`src/design/dwpi_pkg.sv`:
```
// Package: shared types, constants and register indexes of the dual wheel PI speed controller.
package dwpi_pkg;

  localparam int unsigned STOP_NUM      = 87000;
  localparam int unsigned QUOT_W        = 17;
  localparam int unsigned DIV_STEPS     = 17;

  localparam logic [15:0] PROP_GAIN_RST = 16'd256;
  localparam logic [15:0] INTEG_GAIN_RST = 16'd16;
  localparam logic [14:0] LIMIT_RST     = 15'd1000;
  localparam logic [7:0]  TIMEOUT_RST   = 8'd100;

  localparam logic signed [16:0] DRIVE_MAX = 17'sd128;
  localparam logic signed [16:0] DRIVE_MIN = -17'sd127;
  localparam logic [7:0]  NEUTRAL       = 8'd127;

  typedef enum logic [1:0] {
    REG_PROP_GAIN  = 2'd0,
    REG_INTEG_GAIN = 2'd1,
    REG_LIMIT      = 2'd2,
    REG_TIMEOUT    = 2'd3
  } reg_index_t;

  typedef enum logic [2:0] {
    ST_IDLE,
    ST_START,
    ST_DIV,
    ST_ERR,
    ST_MULP,
    ST_MULI,
    ST_SUM,
    ST_DONE
  } state_t;

endpackage

```
`src/design/dwpi_div.sv`:
```
// Serial restoring divider: constant stop numerator over an 18 bit period magnitude, one bit a cycle.
module dwpi_div (
  input  logic        clk,
  input  logic        rst,
  input  logic        start,
  input  logic [17:0] divisor,
  output logic        done,
  output logic [dwpi_pkg::QUOT_W-1:0] quot
);

  localparam logic [dwpi_pkg::QUOT_W-1:0] NUM = dwpi_pkg::QUOT_W'(dwpi_pkg::STOP_NUM);

  logic        busy;
  logic [4:0]  count;
  logic [17:0] rem;
  logic [dwpi_pkg::QUOT_W-1:0] num;
  logic [17:0] dvs;
  logic [18:0] trial;
  logic        fits;

  assign trial = {rem, num[dwpi_pkg::QUOT_W-1]};
  assign fits  = trial >= {1'b0, dvs};

  always_ff @(posedge clk) begin
    if (rst) begin
      busy  <= 1'b0;
      done  <= 1'b0;
      count <= '0;
    end else begin
      done <= !start && busy && (count == 5'd1);
      if (start) begin
        busy  <= 1'b1;
        count <= 5'(dwpi_pkg::DIV_STEPS);
      end else if (busy) begin
        count <= count - 5'd1;
        if (count == 5'd1) begin
          busy <= 1'b0;
        end
      end
    end
  end

  always_ff @(posedge clk) begin
    if (start) begin
      rem  <= '0;
      num  <= NUM;
      dvs  <= divisor;
      quot <= '0;
    end else if (busy) begin
      rem  <= fits ? 18'(trial - {1'b0, dvs}) : trial[17:0];
      num  <= {num[dwpi_pkg::QUOT_W-2:0], 1'b0};
      quot <= {quot[dwpi_pkg::QUOT_W-2:0], fits};
    end
  end

endmodule

```
`src/design/dwpi_mul.sv`:
```
// Shared registered multiplier: unsigned Q8.8 gain times signed operand, floored and wrapped to 16 bits.
module dwpi_mul (
  input  logic               clk,
  input  logic [15:0]        gain,
  input  logic signed [15:0] operand,
  output logic signed [15:0] term
);

  logic signed [32:0] prod;

  assign prod = $signed({1'b0, gain}) * operand;

  always_ff @(posedge clk) begin
    term <= prod[23:8];
  end

endmodule

```
`src/design/dual_wheel_pi_speed_control_core.sv`:
```
// Top level: dual wheel PI speed controller with sequencer, shared divider and multiplier.
// Sequence: each item runs both wheels in turn through start, divide, error, two multiplies
// and sum, the 17 step serial divider dominating each wheel, plus any wait on a stalled result.
// Input stalls while an item is in work; a new item is taken only once the last result is issued.
// Reset: synchronous, clears integrators, silence count and control; registers to defaults.
module dual_wheel_pi_speed_control_core (
  input  logic              clk,
  input  logic              rst,
  input  logic              in_valid,
  output logic              in_stall,
  input  logic signed [8:0] setpoint_left,
  input  logic signed [8:0] setpoint_right,
  input  logic signed [17:0] period_left,
  input  logic signed [17:0] period_right,
  input  logic              link_mode,
  input  logic              packet_done,
  output logic              out_valid,
  input  logic              out_stall,
  output logic [7:0]        drive_left,
  output logic [7:0]        drive_right,
  output logic              link_ok,
  input  logic              cfg_valid,
  output logic              cfg_ready,
  input  logic [1:0]        cfg_index,
  input  logic [15:0]       cfg_data
);

  dwpi_pkg::state_t state, state_next;
  logic div_start;
  logic div_done;

  logic [15:0] prop_gain;
  logic [15:0] integ_gain;
  logic [14:0] integral_limit;
  logic [7:0]  link_timeout;

  logic signed [8:0]  sp_l, sp_r;
  logic signed [17:0] per_l, per_r;
  logic               link_r, pkt_r;
  logic               wheel;

  logic signed [15:0] integ_left, integ_right;
  logic [7:0]         silence_count;
  logic signed [15:0] err, acc;
  logic signed [15:0] term_p;
  logic [7:0]         drv_l, drv_r;

  logic signed [8:0]  sp_cur;
  logic signed [17:0] per_cur;
  logic signed [15:0] integ_cur;
  logic [17:0]        mag;
  logic [dwpi_pkg::QUOT_W-1:0] quot;
  logic signed [17:0] q_signed;
  logic signed [18:0] err_wide;
  logic signed [16:0] acc_wide, lim_pos, lim_neg, acc_clamp;
  logic [15:0]        mul_gain;
  logic signed [15:0] mul_op, mul_term;
  logic signed [16:0] sum;
  logic [7:0]         drv;
  logic [8:0]         cnt;
  logic               lost;
  logic               out_free;

  assign cfg_ready = 1'b1;
  assign out_free  = !out_valid || !out_stall;

  assign sp_cur    = wheel ? sp_r : sp_l;
  assign per_cur   = wheel ? per_r : per_l;
  assign integ_cur = wheel ? integ_right : integ_left;

  always_comb begin
    if (per_cur == '0) begin
      mag = 18'd1;
    end else if (per_cur[17]) begin
      mag = 18'(-per_cur);
    end else begin
      mag = per_cur;
    end
  end

  dwpi_div u_div (
    .clk     (clk),
    .rst     (rst),
    .start   (div_start),
    .divisor (mag),
    .done    (div_done),
    .quot    (quot)
  );

  assign q_signed = per_cur[17] ? -$signed({1'b0, quot}) : $signed({1'b0, quot});
  assign err_wide = -{{10{sp_cur[8]}}, sp_cur} - {q_signed[17], q_signed};
  assign acc_wide = (sp_cur == '0) ? 17'sd0 :
                    17'({integ_cur[15], integ_cur} + {err_wide[15], err_wide[15:0]});
  assign lim_pos  = $signed({2'b00, integral_limit});
  assign lim_neg  = -lim_pos;

  always_comb begin
    if (acc_wide > lim_pos) begin
      acc_clamp = lim_pos;
    end else if (acc_wide < lim_neg) begin
      acc_clamp = lim_neg;
    end else begin
      acc_clamp = acc_wide;
    end
  end

  dwpi_mul u_mul (
    .clk     (clk),
    .gain    (mul_gain),
    .operand (mul_op),
    .term    (mul_term)
  );

  assign sum = {term_p[15], term_p} + {mul_term[15], mul_term};

  always_comb begin
    if (sum > dwpi_pkg::DRIVE_MAX) begin
      drv = 8'd255;
    end else if (sum < dwpi_pkg::DRIVE_MIN) begin
      drv = 8'd0;
    end else begin
      drv = 8'(sum + 17'sd127);
    end
  end

  assign cnt  = (pkt_r ? 9'd0 : {1'b0, silence_count}) + 9'd1;
  assign lost = cnt >= {1'b0, link_timeout};

  always_comb begin
    state_next = state;
    case (state)
      dwpi_pkg::ST_IDLE:  if (in_valid) state_next = dwpi_pkg::ST_START;
      dwpi_pkg::ST_START: state_next = dwpi_pkg::ST_DIV;
      dwpi_pkg::ST_DIV:   if (div_done) state_next = dwpi_pkg::ST_ERR;
      dwpi_pkg::ST_ERR:   state_next = dwpi_pkg::ST_MULP;
      dwpi_pkg::ST_MULP:  state_next = dwpi_pkg::ST_MULI;
      dwpi_pkg::ST_MULI:  state_next = dwpi_pkg::ST_SUM;
      dwpi_pkg::ST_SUM:   state_next = wheel ? dwpi_pkg::ST_DONE : dwpi_pkg::ST_START;
      dwpi_pkg::ST_DONE:  if (out_free) state_next = dwpi_pkg::ST_IDLE;
      default:            state_next = dwpi_pkg::ST_IDLE;
    endcase
  end

  always_comb begin
    in_stall  = 1'b1;
    div_start = 1'b0;
    mul_gain  = prop_gain;
    mul_op    = err;
    case (state)
      dwpi_pkg::ST_IDLE:  in_stall = 1'b0;
      dwpi_pkg::ST_START: div_start = 1'b1;
      dwpi_pkg::ST_MULI: begin
        mul_gain = integ_gain;
        mul_op   = acc;
      end
      default: ;
    endcase
  end

  always_ff @(posedge clk) begin
    if (rst) begin
      state          <= dwpi_pkg::ST_IDLE;
      prop_gain      <= dwpi_pkg::PROP_GAIN_RST;
      integ_gain     <= dwpi_pkg::INTEG_GAIN_RST;
      integral_limit <= dwpi_pkg::LIMIT_RST;
      link_timeout   <= dwpi_pkg::TIMEOUT_RST;
      integ_left     <= '0;
      integ_right    <= '0;
      silence_count  <= '0;
      wheel          <= 1'b0;
      out_valid      <= 1'b0;
    end else begin
      state <= state_next;
      if (cfg_valid && cfg_ready) begin
        case (cfg_index)
          dwpi_pkg::REG_PROP_GAIN:  prop_gain      <= cfg_data;
          dwpi_pkg::REG_INTEG_GAIN: integ_gain     <= cfg_data;
          dwpi_pkg::REG_LIMIT:      integral_limit <= cfg_data[14:0];
          dwpi_pkg::REG_TIMEOUT:    link_timeout   <= cfg_data[7:0];
          default: ;
        endcase
      end
      if (state == dwpi_pkg::ST_DONE && out_free) begin
        out_valid <= 1'b1;
      end else if (!out_stall) begin
        out_valid <= 1'b0;
      end
      case (state)
        dwpi_pkg::ST_IDLE: wheel <= 1'b0;
        dwpi_pkg::ST_ERR: begin
          if (wheel) begin
            integ_right <= acc_clamp[15:0];
          end else begin
            integ_left <= acc_clamp[15:0];
          end
        end
        dwpi_pkg::ST_SUM: wheel <= 1'b1;
        dwpi_pkg::ST_DONE: begin
          if (out_free) begin
            if (link_r) begin
              silence_count <= lost ? link_timeout : cnt[7:0];
            end
          end
        end
        default: ;
      endcase
    end
  end

  always_ff @(posedge clk) begin
    if (state == dwpi_pkg::ST_IDLE && in_valid) begin
      sp_l   <= setpoint_left;
      sp_r   <= setpoint_right;
      per_l  <= period_left;
      per_r  <= period_right;
      link_r <= link_mode;
      pkt_r  <= packet_done;
    end
    if (state == dwpi_pkg::ST_ERR) begin
      err <= err_wide[15:0];
      acc <= acc_clamp[15:0];
    end
    if (state == dwpi_pkg::ST_MULI) begin
      term_p <= mul_term;
    end
    if (state == dwpi_pkg::ST_SUM) begin
      if (wheel) begin
        drv_r <= drv;
      end else begin
        drv_l <= drv;
      end
    end
    if (state == dwpi_pkg::ST_DONE && out_free) begin
      drive_left  <= (link_r && lost) ? dwpi_pkg::NEUTRAL : drv_l;
      drive_right <= (link_r && lost) ? dwpi_pkg::NEUTRAL : drv_r;
      link_ok     <= link_r && !lost;
    end
  end

endmodule

```
`config.mk`:
```
export PLATFORM = sky130hd
export DESIGN_NAME = dual_wheel_pi_speed_control_core
export DESIGN_NICKNAME = d
export VERILOG_FILES = /design/src/design/dwpi_pkg.sv /design/src/design/dwpi_div.sv /design/src/design/dwpi_mul.sv /design/src/design/dual_wheel_pi_speed_control_core.sv
export SDC_FILE = /design/constraint.sdc
export NUM_CORES = 1
export LEC_CHECK = 0
export BUFFER_PORTS_ARGS = -buffer_cell sky130_fd_sc_hd__buf_2
export CORE_MARGIN = 1.5
export CORE_UTILIZATION = 50
export DETAILED_ROUTE_END_ITERATION = 6
export HOLD_SLACK_MARGIN = 0.08
export PLACE_DENSITY_LB_ADDON = 0.25
export SLEW_MARGIN = 20
export SYNTH_ARGS = -nofsm -noshare
export SYNTH_HDL_FRONTEND = slang
export SYNTH_SLANG_ARGS = --single-unit
```
`constraint.sdc`:
```
create_clock -name clk -period 8.3 [get_ports clk]
set_input_delay 1.66 -clock clk [delete_from_list [all_inputs] [get_ports clk]]
set_output_delay 1.66 -clock clk [all_outputs]
set_load 0.03 [all_outputs]
```
[Word level (Yosys, flattened, before mapping)]
Index checks and enable logic that the tools add are counted.
Word-level totals
  input port bits: 79
  output and inout bits: 20
  register bits: 326
Operators by class
  bitwise operators: 2
  magnitude comparators: 6
  equal/unequal tests: 15
  reduce and logical (&&, ||, !) cells: 29
  mux-type cells: 30
  multipliers: 1
  $add $sub $neg: 11
Operator list (number)
  two-way mux 16 bit: 6
  two-way mux 18 bit: 2
  adder 16 x 16 -> 17 bit: 2
  two-way mux 17 bit: 2
  two-way mux 8 bit: 4
  negation 16 bit: 2
  multiplier 17 x 16 -> 24 bit: 1
  case mux 3 bit (8 select lines): 1
  greater-or-equal comparator 19 x 18 -> 1 bit: 1
  logical NOT 18 bit: 1
  negation 18 bit: 1
  subtractor 18 bit: 1
  > comparator 17 x 16 -> 1 bit: 1
  > comparator 17 x 9 -> 1 bit, second input constant: 1
  less-than comparator 17 bit: 1
  less-than comparator 17 x 8 -> 1 bit, second input constant: 1
  negation 15 -> 17 bit: 1
  AND reduction 2 bit: 8
  subtractor 16 bit: 1
  equality test 3 bit, second input constant: 4
  two-way mux 3 bit: 4
  two-way mux 5 bit: 2
  adder 8 x 1 -> 9 bit, second input constant: 1
  greater-or-equal comparator 9 x 8 -> 1 bit: 1
  22 further kinds: 44

[Longest topological paths before layout]
Gate-level depths: netlist (run 1).
  word-level depth: 8
  mapped depth: 38
  gate-level depth less buffers: 33

[Cells and area by module]
Synthesis (run 1) repeated with hierarchy kept, for this count alone.
Second synthesis, totals
  cell total of the unflattened synthesis: 2778
  area total of the unflattened synthesis: 25749.7 sq um
Modules (own cells, without submodules)
  dual_wheel_pi_speed_control_core: area each 14575.2 sq um, cells each 1568, times used 1
  dwpi_mul: area each 7364.6 sq um, cells each 825, times used 1
  dwpi_div: area each 3809.9 sq um, cells each 385, times used 1

[Worst setup path after synthesis (run 1)]
No wires, ideal clock.
  path type: reg2reg
  start point: reg wheel
  end point: reg acc[14] (data pin)
  arrival time: 7.840 ns
  setup slack: 0.196 ns
  required time: 8.036 ns
  cell stages (with the launch flop): 38
  cell sequence: dfxtp_1 buf_2 buf_2 buf_1 buf_1 clkbuf_1 buf_1 mux2_2 ha_1 inv_1 ha_1 inv_1 fa_1 nand2b_1 a21oi_2 nor2_1 xnor2_1 ha_1 [... 2 more ...] nand2_1 a211o_1 a311oi_2 a31oi_1 xnor2_1 nor2b_1 ha_1 and4_1 a2111oi_0 nand2_1 o22ai_1 o21ai_0 o211ai_2 buf_2 buf_6 a31oi_2 o22ai_1 inv_1
Between the ends
  longest elaborated chain between the ends: 8
  elaborated cells on any way between the ends: 13
  those cells by class: 3 x add/sub; 2 x order compare; 7 x mux; 1 x reduce/logical
RTL lines
  start: declaration: line dual_wheel_pi_speed_control_core.sv:40  | logic wheel;
  start signal: assignment: line dual_wheel_pi_speed_control_core.sv:170  | wheel <= 1'b0;
  start signal: assignment: line dual_wheel_pi_speed_control_core.sv:189  | dwpi_pkg::ST_IDLE: wheel <= 1'b0;
  start signal: assignment: line dual_wheel_pi_speed_control_core.sv:197  | dwpi_pkg::ST_SUM: wheel <= 1'b1;
  two-way mux 9 bit / two-way mux 18 bit (equally long branches): line dual_wheel_pi_speed_control_core.sv:67, dual_wheel_pi_speed_control_core.sv:68
  negation 16 bit / two-way mux 16 bit (equally long branches): line dual_wheel_pi_speed_control_core.sv:91, dual_wheel_pi_speed_control_core.sv:90
  subtractor 16 bit (*): line dual_wheel_pi_speed_control_core.sv:91  | assign err_wide = -{{10{sp_cur[8]}}, sp_cur} - {q_signed[17], q_signed};
  via err_wide[7]: line dual_wheel_pi_speed_control_core.sv:54  | logic signed [18:0] err_wide;
  adder 16 x 16 -> 17 bit (*): line dual_wheel_pi_speed_control_core.sv:93  | 17'({integ_cur[15], integ_cur} + {err_wide[15], err_wide[15:0]});
  two-way mux 17 bit (*): line dual_wheel_pi_speed_control_core.sv:92  | assign acc_wide = (sp_cur == '0) ? 17'sd0 :
  less-than comparator 17 bit: line dual_wheel_pi_speed_control_core.sv:100  | end else if (acc_wide < lim_neg) begin
  two-way mux 16 bit: line dual_wheel_pi_speed_control_core.sv:100
  two-way mux 16 bit (*): line dual_wheel_pi_speed_control_core.sv:98  | if (acc_wide > lim_pos) begin
  via acc_clamp[14]: line dual_wheel_pi_speed_control_core.sv:55  | logic signed [16:0] acc_wide, lim_pos, lim_neg, acc_clamp;
  end signal: assignment: line dual_wheel_pi_speed_control_core.sv:221  | acc <= acc_clamp[15:0];
  end: declaration: line dual_wheel_pi_speed_control_core.sv:44  | logic signed [15:0] err, acc;
The timed path passes the listed nets; every way through them passes the cells marked *.
A chain may end at the register's enable or synchronous reset.

[Worst setup path in the final report (run 1)]
  start point: reg state[1]
  end point: reg u_mul.term[15]
Between the ends
  longest elaborated chain between the ends: 3
  elaborated cells on any way between the ends: 4
  those cells by class: 1 x mul; 1 x eq/ne; 2 x mux
RTL lines
  start: declaration: line dual_wheel_pi_speed_control_core.sv:28  | dwpi_pkg::state_t state, state_next;
  start signal: assignment: line dual_wheel_pi_speed_control_core.sv:162  | state <= dwpi_pkg::ST_IDLE;
  start signal: assignment: line dual_wheel_pi_speed_control_core.sv:173  | state <= state_next;
  equality test 3 bit (*): line dual_wheel_pi_speed_control_core.sv:149  | case (state)
  two-way mux 16 bit: line dual_wheel_pi_speed_control_core.sv:149
  multiplier 17 x 16 -> 24 bit (*): line dwpi_mul.sv:11  | assign prod = $signed({1'b0, gain}) * operand;
  via u_mul.prod[23]: line dwpi_mul.sv:9  | logic signed [32:0] prod;
  end signal: assignment: line dwpi_mul.sv:14  | term <= prod[23:8];
  end: declaration: line dwpi_mul.sv:6  | output logic signed [15:0] term
Marks and branches as above.

==> results of run 1 <==
-- cells by family (layout without fill, tap and decap cells) --
group	count (synthesis)	in the layout	share of synthesized area [%]
AOI/OAI and AO/OA	405	405	11.03
adders and majority gates	373	373	24.04
and+or+nand+nor	882	882	15.91
muxes	130	130	5.368
xor gates and xnor gates	134	134	4.792
other	1	2	0.01513
buffers and inverters	403	511	6.241
DFF	326	326	32.60
-- power breakdown --
group | leakage (nW) | internal, mW | switching, mW
logic | 8.67 | 1.80 | 2.65
clock network | 0.611 | 0.969 | 0.689
registers | 2.83 | 2.00 | 0.119
-- Yosys cell counts, types with 14 or more instances --
cell      instances
fa_1            172
inv_1           304
edfxtp_1        155
mux2_2           20
nor3_1           38
o21ai_0          70
nor2b_1          35
dfxtp_1         171
ha_1            200
a211oi_2         15
and2_1           16
nand2_1         372
a211oi_1         24
o21a_1           20
a21oi_1         119
or2_2            14
nand3_1          24
xor2_1           39
and3_1           15
a21o_1           23
a31oi_1          19
mux2i_1         109
clkbuf_1         65
nand2b_1         46
xnor2_1          94
nor2_1          258
buf_1            17
-- flip-flops by register name (all words and copies together), names as in the netlist, 9 cells and up --
| register | flops |
|---|---|
| u_div.dvs | 18 |
| u_mul.term | 16 |
| sp_l | 9 |
| u_div.rem | 18 |
| prop_gain | 16 |
| err | 16 |
| integ_left | 16 |
| u_div.quot | 16 |
| per_r | 18 |
| term_p | 16 |
| integral_limit | 15 |
| integ_gain | 16 |
| u_div.num | 14 |
| sp_r | 9 |
| acc | 16 |
| per_l | 18 |
| integ_right | 16 |
-- placed cells by master (no fill, tap or decap), types with 15 or more instances in the layout --
cell / n
mux2i_1: 108
nor2b_1: 35
nand3_1: 24
nand2b_1: 46
nor3_1: 34
xnor2_1: 94
a211oi_1: 24
nand2_1: 372
a31oi_1: 19
mux2_2: 20
xor2_1: 39
inv_1: 304
buf_2: 96
dfxtp_1: 169
a21o_1: 23
and3_1: 15
fa_1: 172
clkbuf_16: 40
o21ai_0: 70
a21oi_1: 118
edfxtp_1: 155
a211oi_2: 15
buf_4: 39
o21a_1: 20
ha_1: 200
and2_1: 16
nor2_1: 256
-- critical path: cells and delay by family (launching register included) --
family | cells | cell delay [ns]
compound gates | 8 | 2.28
xor+xnor | 1 | 0.11
fa+ha+maj | 6 | 2.47
buf+inv | 4 | 0.76
flops | 1 | 0.53
simple gates | 7 | 1.30
-- layout make-up --
cell class / instances / share of cell area (%)
clock buffer: 53 / 4.029
clock inverter: 16 / 0.5638
tap: 664 / 3.044
antenna: 1 / 0.009167
multi-input combinational: 1925 / 55.70
inverter: 307 / 4.222
timing repair buffer: 135 / 2.833
sequential: 326 / 29.60
-- path summary, 6_finish.rpt --
path                       from             end  cells after the start
setup / recovery       state[1]  u_mul.term[15]                     26
hold / removal    u_mul.term[3]       term_p[3]                      0
setup reg to reg       state[1]  u_mul.term[15]                     26
hold reg to reg   u_mul.term[3]       term_p[3]                      0
-- metal layers --
metal	share of wire (%)	vias up	wire, um
met2	50	369	29440
met5	0	-	0
li1	-	9048	-
met1	44	8978	25870
met3	3.7	108	2203
met4	3.0	0	1755
==> impl_metrics.toml, run 1 <==
[logic_synthesis]
ys_types = 87
synthFlopType = "dfxtp_1"
synth_fp_nets = 3105
synthArstFlopShare_pct = 0
ys_seq_area_share_pct = 32.60
postSynthCellCount = 2654
ys_warn_count = 0
synth_top_area_share_pct = 18.79
synth_area_um2 = 24780
synth_edf_count = 155
synthTopCellsByArea = "edfxtp_1 19%, fa_1 14%, dfxtp_1 14%, ha_1 10%, nand2_1 5.6%"
synth_largest_area_cell = "edfxtp_1"
avgSynthCellArea_um2 = 9.336
yosys_register_bits = 326

[power]
powerDensity_nw_per_um2 = 301.4
p_leak_nw = 12.10
max-vdd-ir-drop_v = 0.0004157
p_total_mw = 8.228

[clock_tree]
cts_sinks = 326
tritoncts = "done"
clkSlewWorstSetupHoldPaths_ns = 0.06
cts.repair.resized = 0
htreeDepth = 2
numCtsBuffers = 38
cts_root_buffer = "clkbuf_16"
postCtsHoldBufs = 0
cts_max_path_buffers = 3
postCtsSetupBuffers = 0
insertion_delay_ns = 0.57

[floorplanning]
die-area_um2 = 50900
die_h_um = 225.6
start_util_pct = 50.62
ios = 99
die_w_um = 225.6
rows = 81
core_um2 = 48950

[detailed_routing]
first_pass_iters = 5
routed_wl_um = 59260
vias_per_cell = 5.399
antenna_left = 0
wl_per_cell_um = 17.29
vias = 18500
drc_errors = 0
drt_first_iter_violations = 939

[grt]
gr-usage-met1_pct = 30.35
gr-usage-met3_pct = 2.628
antenna_found_initial = 1
grt.met2_usage_pct = 42.07
grt_max_degree = 63
grt_pass1_wl_um = 95890
top_usage_layer = "met2"
grt_pass1_vias = 18610
grtUsageTotal_pct = 23.83
grt_overflow = 0

[placed_design]
dpl.cell_count = 3357
io_buffers = 97
placed_area_um2 = 26030
gp_congestion = 0.9215
post-place-ws_ns = 0.4902
dp_hpwl_um = 46060

[setup_path]
critical-path-max-stage-delay_ns = 0.62
worstPathRequired_ns = 8.72
critical_path.slowest_cell = "buf_4"
worstPathMaxFanout = 58
critPathLaunchType = "flop"
crit_path_end_kind = "flop"
worstSetupPathType = "reg2reg"
rrSetupSlack_ns = 0.66
crit_arrival_ns = 8.06

[timing]
whs_ns = 0.4369
fin_crit_sh_pct = 92.03
setup_viol = 0
layout_setup_ws_ns = 0.6614
setup_tns_ns = 0
finalCriticalPeriod_ns = 7.639
finClkSkew_ns = 0.02478
rsz0062_at_grt = "no"
slew_headroom_pct = 34.86
max_freq_mhz = 130.9
tightest_slew_ns = 0.9500
drv_slew = 0
hold_viol = 0

[layout]
drive_above_1_share_pct = 10.07
fin_util_pct = 55.77
fillCellCount = 4403
nets = 3184
ff_latch_area_um2 = 8080
multiInputGateArea_um2 = 15200
finalNonFillerCells = 3427
area_growth_syn_to_layout_pct = 10.17
final_cell_area_um2 = 27300

[status]
outcome = "complete, no violations"

[run]
cap_violations = 0

[min_path]
hp-class = "reg2reg"
Power figures use the tool's default switching activity.
==> inputs of run 2 (changes only) <==
--- a/config.mk
+++ b/config.mk
@@ -11,6 +11,7 @@
 export DETAILED_ROUTE_END_ITERATION = 6
 export HOLD_SLACK_MARGIN = 0.08
 export PLACE_DENSITY_LB_ADDON = 0.25
+export SKIP_LAST_GASP = 1
 export SLEW_MARGIN = 20
 export SYNTH_ARGS = -nofsm -noshare
 export SYNTH_HDL_FRONTEND = slang
==> constraint.sdc (replaced) <==
create_clock -name clk -period 9 [get_ports clk]
set_input_delay 1.8 -clock clk [delete_from_list [all_inputs] [get_ports clk]]
set_output_delay 1.8 -clock clk [all_outputs]
set_load 0.03 [all_outputs]
==> run 2 against run 1 <==
  * Final area is essentially flat
  * Sequential power shrank 8%
  * Total power shrank 6.9%
  * Global-route usage grew 0.13 points
  * Fmax shrank 2.8%
  * Setup slack gained 0.48 ns
  * Critical path type unchanged
  * Sequential share of layout area is essentially flat
  * Flip-flop and latch count is the same
==> impl_metrics.toml, run 2 (same netlist as run 1, synthesis figures left out) <==
[status]
outcome = "complete, no violations"

[power]
switching_share_pct = 41.72
p_total_mw = 7.662
max-vdd-ir-drop_v = 0.0003610
combPwrFrac_pct = 53.8
power_switching_mw = 3.196
intPower_mw = 4.466
powerDensity_nw_per_um2 = 280.5
p_leak_nw = 12.12
pwr-share-clk_pct = 20.6
p_seq_share_pct = 25.6

[grt]
grt_overflow = 0
grt_pass1_wl_um = 96390
grt_max_degree = 64
grt_pass1_vias = 18720
grtUsageTotal_pct = 23.96
antenna_found_initial = 0

[clock_tree]
cts.repair.resized = 0
cts_sinks = 326
postCtsSetupBuffers = 0
cts_max_path_buffers = 3
htreeDepth = 2
cts_root_buffer = "clkbuf_16"
numCtsBuffers = 38
tritoncts = "done"
clkSlewWorstSetupHoldPaths_ns = 0.06
postCtsHoldBufs = 0
insertion_delay_ns = 0.57

[floorplanning]
die-area_um2 = 50900
die_w_um = 225.6
ios = 99
rows = 81
start_util_pct = 50.62
die_h_um = 225.6
core_um2 = 48950

[placed_design]
dp_hpwl_um = 46380
io_buffers = 97
gp_congestion = 0.9212

[min_path]
hp-class = "reg2reg"

[layout]
nets = 3182
area_growth_syn_to_layout_pct = 10.26
final_common_cell = "nand2_1"
layout_common_cells = "372 x nand2_1, 304 x inv_1, 256 x nor2_1, 200 x ha_1, 172 x fa_1"
antenna_cells = 0
drive_above_1_share_pct = 9.924

[timing]
slew_headroom_pct = 36.95
fin_crit_sh_pct = 87.30
setup_tns_ns = 0
finalCriticalPeriod_ns = 7.857
hold_viol = 0
setup_viol = 0
max_freq_mhz = 127.3
tightest_slew_ns = 0.9195
finClkSkew_ns = 0.02258
rsz0062_at_grt = "no"
drv_slew = 0

[detailed_routing]
m1WireLength_um = 25990
top_layer = "met4"
drt_first_iter_violations = 1076
drc_errors = 0
vias = 18480
wl_per_cell_um = 17.46
routed_wl_um = 59820
wl_met3_um = 2267
vias_per_cell = 5.394
antenna_left = 0
first_pass_iters = 7
dr_wl_met2_um = 29960

[setup_path]
crit_path_end_kind = "flop"
critPathLaunchType = "flop"
path_common_cell = "ha_1"
critical-path-max-stage-delay_ns = 0.85
crit_arrival_ns = 8.28
worstSetupPathType = "reg2reg"
critical_path.slowest_cell = "mux2i_1"
cp_top_family = "adder cells"
worstPathRequired_ns = 9.43
critPathBufInv = 3
worstPathMaxFanout = 58

[run]
cap_violations = 0
[run 2: worst register-to-register path, delay by kind of cell, from the launching register on]
kind,cells,cell delay [ns]
flip-flops,1,0.51
adder cells (fa/ha/maj),7,2.62
multiplexers,1,0.87
XOR/XNOR,1,0.11
AND/OR/NAND/NOR,5,0.63
AO/OA/AOI/OAI,8,2.27
buffers and inverters,3,0.70
[run 2: per-layer routing]
| layer | vias to the layer above | GRT usage, % |
|---|---|---|
| met2 | 359 | 42.59 |
| li1 | 9038 | - |
| met4 | 0 | 7.079 |
| met5 | - | 0 |
| met1 | 8976 | 30.52 |
| met3 | 102 | 2.810 |
[run 2: power groups by stage]
| stage | sequential (mW) | combinational, mW | clock, mW |
|---|---|---|---|
| CTS | 1.96 | 4.10 | 1.62 |
| finish | 1.96 | 4.12 | 1.58 |
| global placement | 1.98 | 3.98 | 0 |
| floorplan | 1.94 | 3.20 | 0 |
| detailed placement | 1.99 | 4.07 | 0 |
| global route | 1.98 | 4.58 | 1.68 |
[run 2: cell type report]
cell class,count,area (um^2)
clock buffer,53,1067
clock inverter,17,237.7
fill,4365,21630
inverter,307,1152
multi-input combinational,1925,15190
sequential,326,8080
tap,664,830.8
timing repair buffer,133,758.2
[run 2: final timing paths]
check / depth (start not counted) / endpoint / slack [ns] / start
hold / removal: 0 / term_p[6] / 0.44 / u_mul.term[6]
setup reg to reg: 25 / u_mul.term[15] / 1.14 / state[1]
hold reg to reg: 0 / term_p[6] / 0.44 / u_mul.term[6]
setup / recovery: 25 / u_mul.term[15] / 1.14 / state[1]
[run 2: stage by stage]
| stage | hold slack [ns] | util (%) | std cells | setup slack, ns | cell area, um^2 |
|---|---|---|---|---|---|
| 2_1_floorplan | 0.4123 | - | 2654 | 0.8962 | 24780 |
| 3_3_place_gp | 0.4188 | 53.15 | 3355 | 1.361 | 26020 |
| 3_5_place_dp | 0.4253 | 53.15 | 3355 | 1.223 | 26020 |
| 4_1_cts | 0.4383 | 55.81 | 3425 | 1.187 | 27320 |
| 5_1_grt | 0.4459 | 55.81 | 3425 | 0.6280 | 27320 |
| 6_report | 0.4382 | 55.81 | 3425 | 1.143 | 27320 |
==> inputs of run 3 (changes only) <==
--- a/config.mk
+++ b/config.mk
@@ -5,12 +5,13 @@
 export SDC_FILE = /design/constraint.sdc
 export NUM_CORES = 1
 export LEC_CHECK = 0
+export ABC_CLOCK_PERIOD_IN_PS = 9000
 export BUFFER_PORTS_ARGS = -buffer_cell sky130_fd_sc_hd__buf_2
 export CORE_MARGIN = 1.5
 export CORE_UTILIZATION = 50
 export DETAILED_ROUTE_END_ITERATION = 6
 export HOLD_SLACK_MARGIN = 0.08
-export PLACE_DENSITY_LB_ADDON = 0.25
+export PLACE_DENSITY_LB_ADDON = 0.12
 export SKIP_LAST_GASP = 1
 export SLEW_MARGIN = 20
 export SYNTH_ARGS = -nofsm -noshare
==> run 3 against run 2 <==
  * Non-clock buffer count decreased by 4
  * Critical path depth increased by 8
  * Sequential share of layout area about the same
  * Cell count decreased by 0.20%
  * Sequential power about the same
  * Die area unchanged
  * Global-route usage increased by 0.31 points
  * Wire length increased by 0.38%
  * Final area decreased by 0.17%
  * Core utilization decreased by 0.092 points
==> impl_metrics.toml, run 3 (same netlist as run 1, synthesis figures left out) <==
[layout]
area_growth_syn_to_layout_pct = 10.08
fillCellCount = 4478
layout_common_cells = "372 x nand2_1, 304 x inv_1, 256 x nor2_1, 200 x ha_1, 172 x fa_1"
antenna_cells = 0
drive_above_1_share_pct = 9.731
finalNonFillerCells = 3418
nets = 3177
final_common_cell = "nand2_1"
fin_util_pct = 55.72

[timing]
drv_slew = 0
slew_headroom_pct = 30.10
finClkSkew_ns = 0.03009
tightest_slew_ns = 1.019
fin_crit_sh_pct = 88.08
layout_setup_ws_ns = 1.073
hold_viol = 0
max_freq_mhz = 126.1
rsz0062_at_grt = "no"
setup_tns_ns = 0
finalCriticalPeriod_ns = 7.927
setup_viol = 0

[detailed_routing]
vias = 18470
drt_first_iter_violations = 1089
routed_wl_um = 60040
drc_errors = 0
wl_per_cell_um = 17.57
first_pass_iters = 5
vias_per_cell = 5.404
antenna_left = 0

[setup_path]
critPathLaunchType = "flop"
crit_path_end_kind = "flop"
cp.depth = 33
worstSetupPathType = "reg2reg"
worstPathMaxFanout = 39
crit_arrival_ns = 8.23
r2r_end = "acc[6]"
critical_path.slowest_cell = "dfxtp_2"
cp-startpoint = "wheel"
critical-path-max-stage-delay_ns = 0.58
ff2ff_path_depth = 33
cp-endpoint = "acc[6]"
r2r-start = "wheel"
cp_top_family = "compound AO/OA/AOI/OAI gates"
rrSetupSlack_ns = 1.07
path_common_cell = "ha_1"
critPathBufInv = 4
worstPathRequired_ns = 9.31

[grt]
grt_pass1_wl_um = 97230
antenna_found_initial = 1
grt_max_degree = 78
grt_pass1_vias = 18760
grtUsageTotal_pct = 24.26
grt_overflow = 0

[placed_design]
dpl.cell_count = 3351
gp_congestion = 0.9115
dp_hpwl_um = 46320
io_buffers = 97
post-place-ws_ns = 1.213

[floorplanning]
core_um2 = 48950
die_h_um = 225.6
die-area_um2 = 50900
die_w_um = 225.6
rows = 81
start_util_pct = 50.62
ios = 99

[clock_tree]
cts.repair.resized = 0
cts_max_path_buffers = 3
postCtsSetupBuffers = 0
htreeDepth = 2
tritoncts = "done"
numCtsBuffers = 37
insertion_delay_ns = 0.58
cts_sinks = 326
clkSlewWorstSetupHoldPaths_ns = 0.06
cts_root_buffer = "clkbuf_16"
postCtsHoldBufs = 0

[power]
p_leak_nw = 12.05
intPower_mw = 4.453
combPwrFrac_pct = 53.7
powerDensity_nw_per_um2 = 281.1
pwr-share-clk_pct = 20.8
p_seq_share_pct = 25.5
max-vdd-ir-drop_v = 0.0002930
power_switching_mw = 3.215
switching_share_pct = 41.93

[min_path]
hp-class = "reg2reg"
min_delay_path_depth = 0

[status]
outcome = "complete, no violations"

[run]
cap_violations = 0
-- run 3: per-stage QoR --
step           hold WS (ns)  cell area, um^2  power, mW
3_5_place_dp         0.4221            26000      6.075
5_1_grt              0.4504            27270      8.263
3_3_place_gp         0.4182            25980      5.976
4_1_cts              0.4368            27270      7.714
2_1_floorplan        0.4123            24780      5.145
6_report             0.4336            27270      7.668
-- run 3: power groups by stage --
stage | Clock [mW] | Combinational (mW) | Sequential, mW
2_1_floorplan | 0 | 3.20 | 1.94
3_3_place_gp | 0 | 4.00 | 1.98
3_5_place_dp | 0 | 4.09 | 1.98
4_1_cts | 1.63 | 4.13 | 1.95
5_1_grt | 1.69 | 4.60 | 1.97
6_report | 1.60 | 4.12 | 1.95
-- run 3: layer usage --
layer  vias up  GRT usage (%)  routed length, um
met2       384          41.84              29150
met5         -              0                  0
met1      8941          30.96              26080
li1       9034              -                  -
met4         0          8.638               1982
met3       113          3.604               2827
-- run 3: worst register-to-register path, delay by kind of cell, from the launching register on --
family	cells	cell delay, ns
compound gates	12	2.71
fa+ha+maj	5	1.52
simple gates	9	1.38
buf+inv	4	0.58
flops	1	0.58
mux	1	0.55
xor+xnor	2	0.37
-- run 3: layout make-up --
class | count | area (um^2) | area share, %
clock buffer | 46 | 959.7 | 3.519
clock inverter | 21 | 306.5 | 1.124
inverter | 307 | 1152 | 4.225
multi-input combinational | 1925 | 15220 | 55.79
sequential | 326 | 8080 | 29.63
tap | 664 | 830.8 | 3.046
timing repair buffer | 129 | 728.2 | 2.670
-- run 3: worst min-delay path by stage --
stage / slack (ns) / end / start
5_1_grt: 0.45 / term_p[6] / u_mul.term[6]
4_1_cts: 0.44 / term_p[5] / u_mul.term[5]
3_5_place_dp: 0.42 / term_p[4] / u_mul.term[4]
3_3_place_gp: 0.42 / term_p[5] / u_mul.term[5]
6_report: 0.43 / term_p[5] / u_mul.term[5]
2_1_floorplan: 0.41 / term_p[0] / u_mul.term[0]
